===== src/rtl/lspq_pkg.sv =====
// Shared types and constants of the linear-scan priority queue.
package lspq_pkg;

	localparam int DEPTH_DEF         = 16;
	localparam int PRIORITY_BITS_DEF = 16;
	localparam int PAYLOAD_BITS_DEF  = 32;
	localparam int QUEUE_DEPTH       = 2;

	typedef enum logic [1:0] {
		OP_PUSH      = 2'd0,
		OP_PUSH_ZERO = 2'd1,
		OP_POP       = 2'd2
	} op_t;

	typedef enum logic [1:0] {
		ST_OK    = 2'd0,
		ST_FULL  = 2'd1,
		ST_ZERO  = 2'd2,
		ST_EMPTY = 2'd3
	} status_t;

	typedef enum logic [0:0] {
		BK_IDLE = 1'b0,
		BK_SCAN = 1'b1
	} bk_state_t;

	typedef struct packed {
		logic valid;
		op_t  op;
	} cmd_ctl_t;

endpackage


===== src/rtl/lspq_in_if.sv =====
// Request channel: command, job priority and job payload.
interface lspq_in_if #(
	parameter int PRIORITY_BITS = lspq_pkg::PRIORITY_BITS_DEF,
	parameter int PAYLOAD_BITS  = lspq_pkg::PAYLOAD_BITS_DEF
) ();
	logic                     valid;
	logic                     ready;
	logic                     command;
	logic [PRIORITY_BITS-1:0] job_priority;
	logic [PAYLOAD_BITS-1:0]  job_payload;

	modport source (output valid, output command, output job_priority, output job_payload,
		input ready);
	modport sink (input valid, input command, input job_priority, input job_payload,
		output ready);
endinterface


===== src/rtl/lspq_out_if.sv =====
// Response channel: status, dequeued job, fill level and head job.
interface lspq_out_if #(
	parameter int PRIORITY_BITS = lspq_pkg::PRIORITY_BITS_DEF,
	parameter int PAYLOAD_BITS  = lspq_pkg::PAYLOAD_BITS_DEF,
	parameter int CNT_BITS      = $clog2(lspq_pkg::DEPTH_DEF + 1)
) ();
	logic                     valid;
	logic                     ready;
	logic [1:0]               status;
	logic                     out_valid;
	logic [PRIORITY_BITS-1:0] out_priority;
	logic [PAYLOAD_BITS-1:0]  out_payload;
	logic [CNT_BITS-1:0]      count;
	logic [CNT_BITS-1:0]      space;
	logic                     head_valid;
	logic [PRIORITY_BITS-1:0] head_priority;
	logic [PAYLOAD_BITS-1:0]  head_payload;

	modport source (output valid, output status, output out_valid, output out_priority,
		output out_payload, output count, output space, output head_valid,
		output head_priority, output head_payload, input ready);
	modport sink (input valid, input status, input out_valid, input out_priority,
		input out_payload, input count, input space, input head_valid,
		input head_priority, input head_payload, output ready);
endinterface


===== src/rtl/lspq_ram.sv =====
// Generic simple dual-port RAM with registered read.
module lspq_ram #(
	parameter int WIDTH = 8,
	parameter int DEPTH = 16
) (
	input  logic                     clk,
	input  logic                     we,
	input  logic [$clog2(DEPTH)-1:0] waddr,
	input  logic [WIDTH-1:0]         wdata,
	input  logic [$clog2(DEPTH)-1:0] raddr,
	output logic [WIDTH-1:0]         rdata
);
	logic [WIDTH-1:0] mem [DEPTH];

	always_ff @(posedge clk) begin
		if (we) begin
			mem[waddr] <= wdata;
		end
		rdata <= mem[raddr];
	end
endmodule


===== src/rtl/lspq_front.sv =====
// Front end: accept requests, classify them and queue them for the back end.
module lspq_front #(
	parameter int PRIORITY_BITS = lspq_pkg::PRIORITY_BITS_DEF,
	parameter int PAYLOAD_BITS  = lspq_pkg::PAYLOAD_BITS_DEF
) (
	input  logic                     clk,
	input  logic                     arst_n,
	lspq_in_if.sink                  req,
	output lspq_pkg::cmd_ctl_t       cmd_ctl,
	input  logic                     cmd_ready,
	output logic [PRIORITY_BITS-1:0] cmd_pri,
	output logic [PAYLOAD_BITS-1:0]  cmd_pay
);
	localparam int QD        = lspq_pkg::QUEUE_DEPTH;
	localparam int QPTR_BITS = (QD > 1) ? $clog2(QD) : 1;
	localparam int QCNT_BITS = $clog2(QD + 1);
	localparam logic [QCNT_BITS-1:0] QD_C   = QCNT_BITS'(QD);
	localparam logic [QPTR_BITS-1:0] QLAST_C = QPTR_BITS'(QD - 1);

	lspq_pkg::op_t            op_q  [QD];
	logic [PRIORITY_BITS-1:0] pri_q [QD];
	logic [PAYLOAD_BITS-1:0]  pay_q [QD];
	logic [QPTR_BITS-1:0]     wr_ptr_q, rd_ptr_q;
	logic [QCNT_BITS-1:0]     cnt_q;
	lspq_pkg::op_t            op_in;
	logic                     push, pop;

	always_comb begin
		if (req.command) begin
			op_in = lspq_pkg::OP_POP;
		end else if (req.job_priority == '0) begin
			op_in = lspq_pkg::OP_PUSH_ZERO;
		end else begin
			op_in = lspq_pkg::OP_PUSH;
		end
	end

	assign req.ready     = (cnt_q != QD_C);
	assign push          = req.valid && req.ready;
	assign cmd_ctl.valid = (cnt_q != '0);
	assign cmd_ctl.op    = op_q[rd_ptr_q];
	assign cmd_pri       = pri_q[rd_ptr_q];
	assign cmd_pay       = pay_q[rd_ptr_q];
	assign pop           = cmd_ctl.valid && cmd_ready;

	always_ff @(posedge clk) begin
		if (push) begin
			op_q[wr_ptr_q]  <= op_in;
			pri_q[wr_ptr_q] <= req.job_priority;
			pay_q[wr_ptr_q] <= req.job_payload;
		end
	end

	always_ff @(posedge clk or negedge arst_n) begin
		if (!arst_n) begin
			wr_ptr_q <= '0;
			rd_ptr_q <= '0;
			cnt_q    <= '0;
		end else begin
			if (push) begin
				wr_ptr_q <= (wr_ptr_q == QLAST_C) ? '0 : wr_ptr_q + 1'b1;
			end
			if (pop) begin
				rd_ptr_q <= (rd_ptr_q == QLAST_C) ? '0 : rd_ptr_q + 1'b1;
			end
			if (push && !pop) begin
				cnt_q <= cnt_q + 1'b1;
			end else if (pop && !push) begin
				cnt_q <= cnt_q - 1'b1;
			end
		end
	end

	a_cnt_bound: assert property (@(posedge clk) disable iff (!arst_n) cnt_q <= QD_C)
		else $error("queue count beyond depth");
	a_ptr_empty: assert property (@(posedge clk) disable iff (!arst_n)
		(cnt_q == '0) |-> (wr_ptr_q == rd_ptr_q))
		else $error("pointers differ on empty queue");
	a_push_shows: assert property (@(posedge clk) disable iff (!arst_n)
		(push && cnt_q == '0) |=> cmd_ctl.valid)
		else $error("queued item not presented");
endmodule


===== src/rtl/lspq_back.sv =====
// Back end: job store, enqueue, dequeue with shift-and-rescan, response register.
module lspq_back #(
	parameter int DEPTH         = lspq_pkg::DEPTH_DEF,
	parameter int PRIORITY_BITS = lspq_pkg::PRIORITY_BITS_DEF,
	parameter int PAYLOAD_BITS  = lspq_pkg::PAYLOAD_BITS_DEF
) (
	input  logic                     clk,
	input  logic                     arst_n,
	input  lspq_pkg::cmd_ctl_t       cmd_ctl,
	output logic                     cmd_ready,
	input  logic [PRIORITY_BITS-1:0] cmd_pri,
	input  logic [PAYLOAD_BITS-1:0]  cmd_pay,
	lspq_out_if.source               rsp
);
	localparam int IDX_BITS   = $clog2(DEPTH);
	localparam int CNT_BITS   = $clog2(DEPTH + 1);
	localparam int ENTRY_BITS = PRIORITY_BITS + PAYLOAD_BITS;
	localparam logic [CNT_BITS-1:0] DEPTH_C = CNT_BITS'(DEPTH);

	lspq_pkg::bk_state_t state_q, state_d;

	logic                     take, issue, scan_end;
	logic [CNT_BITS-1:0]      occ_q;
	logic                     head_valid_q;
	logic [PRIORITY_BITS-1:0] head_pri_q;
	logic [PAYLOAD_BITS-1:0]  head_pay_q;
	logic [IDX_BITS-1:0]      head_idx_q;

	logic [CNT_BITS-1:0]      rd_idx_q;
	logic                     rd_valid_s1;
	logic [IDX_BITS-1:0]      rd_j_s1;
	logic                     best_valid_q;
	logic [PRIORITY_BITS-1:0] best_pri_q;
	logic [PAYLOAD_BITS-1:0]  best_pay_q;
	logic [IDX_BITS-1:0]      best_idx_q;

	logic                     res_valid_q;
	lspq_pkg::status_t        res_status_q;
	logic                     res_out_valid_q;
	logic [PRIORITY_BITS-1:0] res_out_pri_q;
	logic [PAYLOAD_BITS-1:0]  res_out_pay_q;
	logic [CNT_BITS-1:0]      res_count_q, res_space_q;
	logic                     res_head_valid_q;
	logic [PRIORITY_BITS-1:0] res_head_pri_q;
	logic [PAYLOAD_BITS-1:0]  res_head_pay_q;

	logic                     full, empty, push_ok, pop_start, take_head;
	lspq_pkg::status_t        status_c;
	logic [CNT_BITS-1:0]      count_n;
	logic                     hv_n;
	logic [PRIORITY_BITS-1:0] hp_n;
	logic [PAYLOAD_BITS-1:0]  hy_n;

	logic                     ram_we;
	logic [IDX_BITS-1:0]      ram_waddr;
	logic [ENTRY_BITS-1:0]    ram_wdata, ram_rdata;
	logic [PRIORITY_BITS-1:0] rd_pri;
	logic [PAYLOAD_BITS-1:0]  rd_pay;
	logic                     cand, cand_shift, cand_better;
	logic [IDX_BITS-1:0]      cand_idx;

	lspq_ram #(.WIDTH(ENTRY_BITS), .DEPTH(DEPTH)) u_ram (
		.clk   (clk),
		.we    (ram_we),
		.waddr (ram_waddr),
		.wdata (ram_wdata),
		.raddr (rd_idx_q[IDX_BITS-1:0]),
		.rdata (ram_rdata)
	);

	// next state
	always_comb begin
		state_d = state_q;
		case (state_q)
			lspq_pkg::BK_IDLE: begin
				if (pop_start) begin
					state_d = lspq_pkg::BK_SCAN;
				end
			end
			lspq_pkg::BK_SCAN: begin
				if (scan_end) begin
					state_d = lspq_pkg::BK_IDLE;
				end
			end
			default: state_d = lspq_pkg::BK_IDLE;
		endcase
	end

	// state outputs
	always_comb begin
		cmd_ready = 1'b0;
		issue     = 1'b0;
		scan_end  = 1'b0;
		case (state_q)
			lspq_pkg::BK_IDLE: begin
				cmd_ready = !res_valid_q || rsp.ready;
			end
			lspq_pkg::BK_SCAN: begin
				issue    = (rd_idx_q != occ_q);
				scan_end = (rd_idx_q == occ_q) && !rd_valid_s1;
			end
			default: ;
		endcase
	end

	assign take      = cmd_ctl.valid && cmd_ready;
	assign full      = (occ_q == DEPTH_C);
	assign empty     = (occ_q == '0);
	assign push_ok   = take && (cmd_ctl.op == lspq_pkg::OP_PUSH) && !full;
	assign pop_start = take && (cmd_ctl.op == lspq_pkg::OP_POP) && !empty;
	assign take_head = push_ok && (!head_valid_q || cmd_pri < head_pri_q);

	always_comb begin
		case (cmd_ctl.op)
			lspq_pkg::OP_POP:       status_c = empty ? lspq_pkg::ST_EMPTY : lspq_pkg::ST_OK;
			lspq_pkg::OP_PUSH_ZERO: status_c = full ? lspq_pkg::ST_FULL : lspq_pkg::ST_ZERO;
			lspq_pkg::OP_PUSH:      status_c = full ? lspq_pkg::ST_FULL : lspq_pkg::ST_OK;
			default:                status_c = lspq_pkg::ST_OK;
		endcase
		count_n = push_ok ? occ_q + 1'b1 : occ_q;
		hv_n    = head_valid_q || push_ok;
		hp_n    = take_head ? cmd_pri : head_pri_q;
		hy_n    = take_head ? cmd_pay : head_pay_q;
	end

	// compare stage of the scan; entries behind the removed slot move down one
	assign rd_pri      = ram_rdata[ENTRY_BITS-1:PAYLOAD_BITS];
	assign rd_pay      = ram_rdata[PAYLOAD_BITS-1:0];
	assign cand        = rd_valid_s1 && (rd_j_s1 != head_idx_q);
	assign cand_shift  = rd_valid_s1 && (rd_j_s1 > head_idx_q);
	assign cand_idx    = cand_shift ? rd_j_s1 - 1'b1 : rd_j_s1;
	assign cand_better = cand && (!best_valid_q || rd_pri < best_pri_q);

	always_comb begin
		if (cand_shift) begin
			ram_we    = 1'b1;
			ram_waddr = cand_idx;
			ram_wdata = ram_rdata;
		end else begin
			ram_we    = push_ok;
			ram_waddr = occ_q[IDX_BITS-1:0];
			ram_wdata = {cmd_pri, cmd_pay};
		end
	end

	always_ff @(posedge clk or negedge arst_n) begin
		if (!arst_n) begin
			state_q      <= lspq_pkg::BK_IDLE;
			occ_q        <= '0;
			head_valid_q <= 1'b0;
			rd_idx_q     <= '0;
			rd_valid_s1  <= 1'b0;
			best_valid_q <= 1'b0;
			res_valid_q  <= 1'b0;
		end else begin
			state_q     <= state_d;
			rd_valid_s1 <= issue;
			if (pop_start) begin
				rd_idx_q     <= '0;
				best_valid_q <= 1'b0;
			end else begin
				if (issue) begin
					rd_idx_q <= rd_idx_q + 1'b1;
				end
				if (cand_better) begin
					best_valid_q <= 1'b1;
				end
			end
			if (push_ok) begin
				occ_q        <= occ_q + 1'b1;
				head_valid_q <= 1'b1;
			end else if (scan_end) begin
				occ_q        <= occ_q - 1'b1;
				head_valid_q <= best_valid_q;
			end
			if ((take && !pop_start) || scan_end) begin
				res_valid_q <= 1'b1;
			end else if (rsp.ready) begin
				res_valid_q <= 1'b0;
			end
		end
	end

	always_ff @(posedge clk) begin
		if (issue) begin
			rd_j_s1 <= rd_idx_q[IDX_BITS-1:0];
		end
		if (cand_better) begin
			best_pri_q <= rd_pri;
			best_pay_q <= rd_pay;
			best_idx_q <= cand_idx;
		end
		if (take_head) begin
			head_pri_q <= cmd_pri;
			head_pay_q <= cmd_pay;
			head_idx_q <= occ_q[IDX_BITS-1:0];
		end else if (scan_end) begin
			head_pri_q <= best_pri_q;
			head_pay_q <= best_pay_q;
			head_idx_q <= best_idx_q;
		end
		if (take) begin
			res_status_q     <= status_c;
			res_out_valid_q  <= pop_start;
			res_out_pri_q    <= pop_start ? head_pri_q : '0;
			res_out_pay_q    <= pop_start ? head_pay_q : '0;
			res_count_q      <= count_n;
			res_space_q      <= DEPTH_C - count_n;
			res_head_valid_q <= hv_n;
			res_head_pri_q   <= hv_n ? hp_n : '0;
			res_head_pay_q   <= hv_n ? hy_n : '0;
		end else if (scan_end) begin
			res_count_q      <= occ_q - 1'b1;
			res_space_q      <= DEPTH_C - (occ_q - 1'b1);
			res_head_valid_q <= best_valid_q;
			res_head_pri_q   <= best_valid_q ? best_pri_q : '0;
			res_head_pay_q   <= best_valid_q ? best_pay_q : '0;
		end
	end

	assign rsp.valid         = res_valid_q;
	assign rsp.status        = res_status_q;
	assign rsp.out_valid     = res_out_valid_q;
	assign rsp.out_priority  = res_out_pri_q;
	assign rsp.out_payload   = res_out_pay_q;
	assign rsp.count         = res_count_q;
	assign rsp.space         = res_space_q;
	assign rsp.head_valid    = res_head_valid_q;
	assign rsp.head_priority = res_head_pri_q;
	assign rsp.head_payload  = res_head_pay_q;

	a_occ_bound: assert property (@(posedge clk) disable iff (!arst_n) occ_q <= DEPTH_C)
		else $error("occupancy beyond depth");
	a_head_idle: assert property (@(posedge clk) disable iff (!arst_n)
		(state_q == lspq_pkg::BK_IDLE) |-> (head_valid_q == (occ_q != '0)))
		else $error("head flag disagrees with occupancy");
	a_scan_quiet: assert property (@(posedge clk) disable iff (!arst_n)
		(state_q == lspq_pkg::BK_SCAN) |-> !res_valid_q)
		else $error("response pending during scan");
	a_pop_dec: assert property (@(posedge clk) disable iff (!arst_n)
		scan_end |=> (occ_q == $past(occ_q) - 1'b1))
		else $error("dequeue did not remove one job");
endmodule


===== src/rtl/linear_scan_priority_queue_core.sv =====
// Top level of the linear-scan priority queue: request front end and job back end.
//
//   channel  dir  handshake        payload
//   req      in   valid / ready    command, job_priority, job_payload
//   rsp      out  valid / ready    status, out_*, count, space, head_*
//
// Enqueue and rejected requests: response is valid in the cycle after the back end takes the item.
// Dequeue: the response follows a read-shift-compare pass over the job RAM.
// A two-item queue sits between front and back; the response register holds while stalled.
// Reset clears control state only; RAM data past the fill count is never used by the scan.
module linear_scan_priority_queue_core #(
	parameter int DEPTH         = lspq_pkg::DEPTH_DEF,
	parameter int PRIORITY_BITS = lspq_pkg::PRIORITY_BITS_DEF,
	parameter int PAYLOAD_BITS  = lspq_pkg::PAYLOAD_BITS_DEF
) (
	input  logic       clk,
	input  logic       arst_n,
	lspq_in_if.sink    req,
	lspq_out_if.source rsp
);
	lspq_pkg::cmd_ctl_t       cmd_ctl;
	logic                     cmd_ready;
	logic [PRIORITY_BITS-1:0] cmd_pri;
	logic [PAYLOAD_BITS-1:0]  cmd_pay;

	lspq_front #(
		.PRIORITY_BITS (PRIORITY_BITS),
		.PAYLOAD_BITS  (PAYLOAD_BITS)
	) u_front (
		.clk       (clk),
		.arst_n    (arst_n),
		.req       (req),
		.cmd_ctl   (cmd_ctl),
		.cmd_ready (cmd_ready),
		.cmd_pri   (cmd_pri),
		.cmd_pay   (cmd_pay)
	);

	lspq_back #(
		.DEPTH         (DEPTH),
		.PRIORITY_BITS (PRIORITY_BITS),
		.PAYLOAD_BITS  (PAYLOAD_BITS)
	) u_back (
		.clk       (clk),
		.arst_n    (arst_n),
		.cmd_ctl   (cmd_ctl),
		.cmd_ready (cmd_ready),
		.cmd_pri   (cmd_pri),
		.cmd_pay   (cmd_pay),
		.rsp       (rsp)
	);
endmodule

===== src/flat_wrapper.sv =====
// flat-port wrapper written by rule: the top's interface ports become plain ports
module linear_scan_priority_queue_core_flat 
#(
	parameter int DEPTH         = lspq_pkg::DEPTH_DEF,
	parameter int PRIORITY_BITS = lspq_pkg::PRIORITY_BITS_DEF,
	parameter int PAYLOAD_BITS  = lspq_pkg::PAYLOAD_BITS_DEF
)
  (clk, arst_n, req_valid, req_command, req_job_priority, req_job_payload, req_ready, rsp_valid, rsp_status, rsp_out_valid, rsp_out_priority, rsp_out_payload, rsp_count, rsp_space, rsp_head_valid, rsp_head_priority, rsp_head_payload, rsp_ready);
  lspq_in_if #(.PRIORITY_BITS(PRIORITY_BITS), .PAYLOAD_BITS(PAYLOAD_BITS)) req_i ();
  lspq_out_if #(.PRIORITY_BITS(PRIORITY_BITS), .PAYLOAD_BITS(PAYLOAD_BITS)) rsp_i ();
  input  logic clk;
  input  logic arst_n;
  input wire logic [$bits(req_i.valid)-1:0] req_valid;
  input wire logic [$bits(req_i.command)-1:0] req_command;
  input wire logic [$bits(req_i.job_priority)-1:0] req_job_priority;
  input wire logic [$bits(req_i.job_payload)-1:0] req_job_payload;
  output wire logic [$bits(req_i.ready)-1:0] req_ready;
  output wire logic [$bits(rsp_i.valid)-1:0] rsp_valid;
  output wire logic [$bits(rsp_i.status)-1:0] rsp_status;
  output wire logic [$bits(rsp_i.out_valid)-1:0] rsp_out_valid;
  output wire logic [$bits(rsp_i.out_priority)-1:0] rsp_out_priority;
  output wire logic [$bits(rsp_i.out_payload)-1:0] rsp_out_payload;
  output wire logic [$bits(rsp_i.count)-1:0] rsp_count;
  output wire logic [$bits(rsp_i.space)-1:0] rsp_space;
  output wire logic [$bits(rsp_i.head_valid)-1:0] rsp_head_valid;
  output wire logic [$bits(rsp_i.head_priority)-1:0] rsp_head_priority;
  output wire logic [$bits(rsp_i.head_payload)-1:0] rsp_head_payload;
  input wire logic [$bits(rsp_i.ready)-1:0] rsp_ready;
  assign req_i.valid = req_valid;
  assign req_i.command = req_command;
  assign req_i.job_priority = req_job_priority;
  assign req_i.job_payload = req_job_payload;
  assign req_ready = req_i.ready;
  assign rsp_valid = rsp_i.valid;
  assign rsp_status = rsp_i.status;
  assign rsp_out_valid = rsp_i.out_valid;
  assign rsp_out_priority = rsp_i.out_priority;
  assign rsp_out_payload = rsp_i.out_payload;
  assign rsp_count = rsp_i.count;
  assign rsp_space = rsp_i.space;
  assign rsp_head_valid = rsp_i.head_valid;
  assign rsp_head_priority = rsp_i.head_priority;
  assign rsp_head_payload = rsp_i.head_payload;
  assign rsp_i.ready = rsp_ready;
  linear_scan_priority_queue_core #(.DEPTH(DEPTH), .PRIORITY_BITS(PRIORITY_BITS), .PAYLOAD_BITS(PAYLOAD_BITS)) u_core (.clk(clk), .arst_n(arst_n), .req(req_i), .rsp(rsp_i));
endmodule

===== config.mk =====
export PLATFORM = sky130hd
export DESIGN_NAME = linear_scan_priority_queue_core_flat
export DESIGN_NICKNAME = d
export VERILOG_FILES = /design/src/rtl/lspq_pkg.sv /design/src/rtl/lspq_in_if.sv /design/src/rtl/lspq_out_if.sv /design/src/rtl/lspq_ram.sv /design/src/rtl/lspq_front.sv /design/src/rtl/lspq_back.sv /design/src/rtl/linear_scan_priority_queue_core.sv /design/src/flat_wrapper.sv
export SDC_FILE = /design/constraint.sdc
export NUM_CORES = 1
export LEC_CHECK = 0
export BUFFER_PORTS_ARGS = -buffer_cell sky130_fd_sc_hd__buf_2
export CAP_MARGIN = 40
export CORE_MARGIN = 2
export CORE_UTILIZATION = 66
export CTS_CLUSTER_SIZE = 12
export DETAILED_ROUTE_END_ITERATION = 16
export PLACE_DENSITY_LB_ADDON = 0.25
export REMOVE_ABC_BUFFERS = 1
export SYNTH_ARGS = -nofsm -noshare
export SYNTH_HDL_FRONTEND = slang
export SYNTH_SLANG_ARGS = --single-unit

===== constraint.sdc =====
create_clock -name clk -period 11.3 [get_ports clk]
set_input_delay 1.13 -clock clk [delete_from_list [all_inputs] [get_ports clk]]
set_output_delay 1.13 -clock clk [all_outputs]
set_load 0.01 [all_outputs]

==> impl_metrics.xml <==
<?xml version="1.0" encoding="UTF-8"?>
<metrics>
  <group name="clock_network">
    <metric name="clock_path_buffers" unit="">3</metric>
    <metric name="cts-htree-levels" unit="">3</metric>
    <metric name="cts_post_setup_buffers_inserted" unit="">0</metric>
    <metric name="cts_tree" unit="">yes</metric>
    <metric name="cts.root.buffer_cell" unit="">sky130_fd_sc_hd__clkbuf_16</metric>
    <metric name="cts_buffers" unit="">112</metric>
    <metric name="cts.clk_slew.worst_paths" unit="ps">60</metric>
    <metric name="post_cts_hold_buffer_count" unit="">0</metric>
    <metric name="cts_repair_resize_count" unit="">0</metric>
    <metric name="worstSkewPairLatency" unit="ps">670</metric>
    <metric name="cts_sinks" unit="">1152</metric>
  </group>
  <group name="worst_setup_path">
    <metric name="ordered_list_of_cells_on_the_worst_path" unit="">buf_4 &gt; mux2i_1 &gt; inv_1 &gt; ha_1 &gt; a21oi_1 &gt; o21ai_0 &gt; a31oi_1 &gt; o21a_4 &gt; buf_4 &gt; buf_16 &gt; nand2_1 &gt; a22o_1</metric>
    <metric name="timing.reg2reg.setup_slack" unit="ps">6210</metric>
    <metric name="timing.critical_path.arrival" unit="ps">5500</metric>
    <metric name="crit_slowest_cell" unit="">sky130_fd_sc_hd__buf_4</metric>
    <metric name="setup.worst_path.start_class" unit="">register</metric>
    <metric name="max_stage_delay" unit="ps">740</metric>
    <metric name="cp_max_fo" unit="">67</metric>
    <metric name="worst-endpoint-required" unit="ps">11710</metric>
    <metric name="worstRegToRegCells" unit="">12</metric>
    <metric name="critical-path-top-cell-by-count" unit="">sky130_fd_sc_hd__buf_4</metric>
    <metric name="worst_setup_path_end_kind" unit="">register</metric>
    <metric name="crit_type" unit="">register to register</metric>
  </group>
  <group name="timing">
    <metric name="final_period_minus_worst_setup_slack" unit="ps">5090</metric>
    <metric name="tightest_slew" unit="ps">989</metric>
    <metric name="grt_setup_unrepaired" unit="">false</metric>
    <metric name="setup_total_negative_slack" unit="ps">0</metric>
    <metric name="finalSetupViolCount" unit="">0</metric>
    <metric name="finalClockSkew" unit="ps">24.3</metric>
    <metric name="report.final.hold_viol_count" unit="">0</metric>
    <metric name="max_slew_margin" unit="%">34.1</metric>
    <metric name="timing_max_transition_violations_final" unit="">0</metric>
    <metric name="period_share" unit="%">45.0</metric>
    <metric name="worst_slack" unit="ps">6210</metric>
    <metric name="max_freq" unit="MHz">197</metric>
  </group>
  <group name="yosys">
    <metric name="netlist_area" unit="µm²">44800</metric>
    <metric name="post_synth_xor_area_fraction" unit="%">0.567</metric>
    <metric name="netlist-cell-type-count" unit="">55</metric>
    <metric name="yosys_warnings" unit="">0</metric>
    <metric name="dominant_synthesized_flop_cell" unit="">sky130_fd_sc_hd__edfxtp_1</metric>
    <metric name="synth_seq_cells" unit="">1152</metric>
    <metric name="synth-seq-area-share" unit="%">76.0</metric>
    <metric name="synth_fa_ha_area_share" unit="%">1.17</metric>
    <metric name="fraction_of_the_mapped_netlist_area_in_compound_gates" unit="%">4.03</metric>
    <metric name="post_synth.cell_area_avg" unit="µm²">20.0</metric>
    <metric name="main_combinational_cell_family_by_area_after_synthesis" unit="">multiplexers</metric>
    <metric name="synth_mux_area_share" unit="%">13.5</metric>
    <metric name="number_of_flops_mapped_to_enable_cells_by_yosys" unit="">1085</metric>
    <metric name="synth_cells" unit="">2241</metric>
    <metric name="post_synth_and_or_nand_nor_area_fraction" unit="%">2.90</metric>
    <metric name="synth-async-reset-ratio" unit="%">1.65</metric>
  </group>
  <group name="run_status">
    <metric name="outcome" unit="">complete, no violations</metric>
  </group>
  <group name="grt">
    <metric name="track_usage" unit="%">31.8</metric>
    <metric name="first_global_vias" unit="">24636</metric>
    <metric name="largest_net_degree_at_the_start_of_global_routing" unit="">112</metric>
    <metric name="global_route.overflow_total" unit="">0</metric>
    <metric name="grt_antenna_before_repair" unit="">3</metric>
    <metric name="grt_first_pass_wirelength" unit="µm">161000</metric>
  </group>
  <group name="power">
    <metric name="seq_power_share" unit="%">44.8</metric>
    <metric name="combPwrFrac" unit="%">33.1</metric>
    <metric name="power_switching_share" unit="%">33.1</metric>
    <metric name="power.density_cell_area" unit="nW/µm²">315</metric>
    <metric name="ir_drop" unit="mV">0.215</metric>
    <metric name="power.leakage" unit="nW">17.3</metric>
    <metric name="p_sw" unit="W">0.00529</metric>
    <metric name="clockPowerShare" unit="%">22.1</metric>
    <metric name="internal_power_summed_over_all_cells" unit="W">0.0107</metric>
  </group>
  <group name="routing">
    <metric name="postRouteWirelength" unit="µm">110000</metric>
    <metric name="dr.pass1.iters" unit="">5</metric>
    <metric name="detail_route.iter0.violations" unit="">3286</metric>
    <metric name="route.detailed.wl_per_inst" unit="µm">31.6</metric>
    <metric name="postRouteAntennaNets" unit="">0</metric>
    <metric name="num_vias" unit="">23901</metric>
    <metric name="drt_drc" unit="">0</metric>
    <metric name="via_per_inst" unit="">6.88</metric>
  </group>
  <group name="layout">
    <metric name="sequential_cell_area" unit="µm²">34000</metric>
    <metric name="top_library_cells_by_usage_in_the_layout_fill_and_taps_aside" unit="">sky130_fd_sc_hd__edfxtp_1 (1085), sky130_fd_sc_hd__mux4_2 (240), sky130_fd_sc_hd__buf_2 (165)</metric>
    <metric name="final_net_count" unit="">2602</metric>
    <metric name="layout.filler_cells" unit="">3450</metric>
    <metric name="instances_no_fill" unit="">3472</metric>
    <metric name="insertedDiodeCount" unit="">0</metric>
    <metric name="area.growth.synth_to_final" unit="%">13.6</metric>
    <metric name="multi_input_area" unit="µm²">10100</metric>
    <metric name="mostFrequentLayoutCell" unit="">sky130_fd_sc_hd__edfxtp_1</metric>
    <metric name="post_route_cells_drive_above_1_share" unit="%">26.7</metric>
  </group>
  <group name="die">
    <metric name="fp.coreArea" unit="µm²">67200</metric>
    <metric name="floorplan.die.width" unit="µm">264</metric>
    <metric name="floorplan.die.height" unit="µm">264</metric>
    <metric name="start_util" unit="%">66.7</metric>
    <metric name="floorplan.rows" unit="">95</metric>
    <metric name="io_pins" unit="">165</metric>
    <metric name="design.die.area" unit="µm²">69900</metric>
  </group>
  <group name="placement">
    <metric name="buffer_ports.inserted" unit="">164</metric>
    <metric name="dpl_worst_slack" unit="ps">6400</metric>
    <metric name="gp_routability_congestion" unit="">0.884</metric>
    <metric name="place_inst" unit="">3247</metric>
    <metric name="dp_hpwl" unit="µm">56000</metric>
  </group>
  <group name="flow_run">
    <metric name="cap_violations" unit="">0</metric>
  </group>
  <group name="worst_hold_path">
    <metric name="worstHoldPathType" unit="">register to register</metric>
    <metric name="holdPathStages" unit="">0</metric>
  </group>
</metrics>
## power groups by stage
stage | Sequential (W) | Combinational (W) | Clock (W)
after floorplan | 0.00750 | 0.00323 | 0
after global placement | 0.00727 | 0.00450 | 0
after detailed placement | 0.00721 | 0.00506 | 0
after CTS | 0.00718 | 0.00520 | 0.00356
after global routing | 0.00724 | 0.00563 | 0.00371
final | 0.00718 | 0.00530 | 0.00354
## Yosys cell counts, types with 2 or more instances
master                     number  area (µm²)
sky130_fd_sc_hd__clkbuf_1      64         240
sky130_fd_sc_hd__o21ai_0       12        60.1
sky130_fd_sc_hd__nor2_1        98         368
sky130_fd_sc_hd__buf_6          7        78.8
sky130_fd_sc_hd__buf_2         35         175
sky130_fd_sc_hd__nand2_1       64         240
sky130_fd_sc_hd__a211oi_1       6        45.0
sky130_fd_sc_hd__edfxtp_1    1085       32600
sky130_fd_sc_hd__nor3b_1        2        15.0
sky130_fd_sc_hd__and2_1         5        31.3
sky130_fd_sc_hd__nor2b_1        6        37.5
sky130_fd_sc_hd__ha_1          42         526
sky130_fd_sc_hd__and3_1        49         307
sky130_fd_sc_hd__buf_1         10        37.5
sky130_fd_sc_hd__nand3_1        7        35.0
sky130_fd_sc_hd__dfrtp_1       19         475
sky130_fd_sc_hd__a31oi_1        2        12.5
sky130_fd_sc_hd__or3_1          2        12.5
sky130_fd_sc_hd__nand4_1        9        56.3
sky130_fd_sc_hd__nor4_1         7        43.8
sky130_fd_sc_hd__buf_4          7        52.6
sky130_fd_sc_hd__xor2_1        15         131
sky130_fd_sc_hd__o211ai_1       6        45.0
sky130_fd_sc_hd__or2_2          3        18.8
sky130_fd_sc_hd__nor3_1        12        60.1
sky130_fd_sc_hd__mux2_2         5        56.3
sky130_fd_sc_hd__a22o_1        46         403
sky130_fd_sc_hd__o21bai_1       2        15.0
sky130_fd_sc_hd__o21a_1        97         728
sky130_fd_sc_hd__xnor2_1       14         123
sky130_fd_sc_hd__inv_1         62         233
sky130_fd_sc_hd__dfxtp_1       48         961
sky130_fd_sc_hd__mux2i_1       58         581
sky130_fd_sc_hd__mux4_2       240        5410
sky130_fd_sc_hd__nand2b_1       5        31.3
sky130_fd_sc_hd__a21o_1         5        37.5
sky130_fd_sc_hd__a21oi_1       67         335
## per-stage QoR
stage	cell area, µm²	hold WS [ps]	power [W]	utilization, %
global placement	46500	412	0.0118	69.3
floorplan	44200	409	0.0107	-
CTS	50700	432	0.0159	75.5
global route	50900	434	0.0166	75.7
detailed placement	47300	418	0.0123	70.5
finish	50900	427	0.0160	75.7
## sequential cells by signal, summed over array words and instances (netlist names), 5 cells and up
register	count
u_core.u_front.pri_q	32
u_core.u_back.head_pri_q	16
u_core.u_back.best_pay_q	32
u_core.u_back.rsp.out_priority	16
u_core.u_back.best_pri_q	16
u_core.u_back.u_ram.mem	768
u_core.u_back.head_pay_q	32
u_core.u_back.u_ram.rdata	48
u_core.u_back.occ_q	5
u_core.u_front.pay_q	64
u_core.u_back.rsp.out_payload	32
u_core.u_back.rsp.head_payload	32
u_core.u_back.rsp.count	5
u_core.u_back.rd_idx_q	5
u_core.u_back.rsp.head_priority	16
## layout make-up
cell class	count	share of cell area, %
tap	873	2.15
multi-input combinational	903	19.9
clock inverter	18	0.470
inverter	63	0.470
sequential	1152	66.9
clock buffer	188	6.23
timing repair buffer	275	3.91
## routing by layer
layer | share of wire [%] | global-route usage (%)
met1 | 35 | 42.5
met2 | 52 | 54.0
met3 | 9.9 | 5.54
met4 | 3.0 | 10.9
met5 | 0.012 | 0
## logic make-up after synthesis
logic type / count (synthesis)
simple gates: 273
flops: 1152
xor+xnor: 29
mux: 303
fa+ha+maj: 42
compound gates: 256
buf+inv: 186
## worst max-delay path: cells and delay by family (launching register included)
family / cells / cell delay (ps)
buf+inv: 4 / 1610
compound gates: 5 / 1490
flops: 1 / 680
mux: 1 / 440
fa+ha+maj: 1 / 340
simple gates: 1 / 160
## path summary, 6_finish.rpt
path,startpoint,end
min reg2reg,u_core.u_back.u_ram.rdata[16],u_core.u_back.best_pay_q[16]
min in group asynchronous,arst_n,u_core.u_back.occ_q[0]
min,u_core.u_back.u_ram.rdata[16],u_core.u_back.best_pay_q[16]
max in group asynchronous,arst_n,u_core.u_back.rd_idx_q[3]
max reg2reg,u_core.u_front.rd_ptr_q,u_core.u_back.rsp.head_payload[3]
max,u_core.u_front.rd_ptr_q,u_core.u_back.rsp.head_payload[3]
No activity file was read; power rests on OpenSTA's default activity.
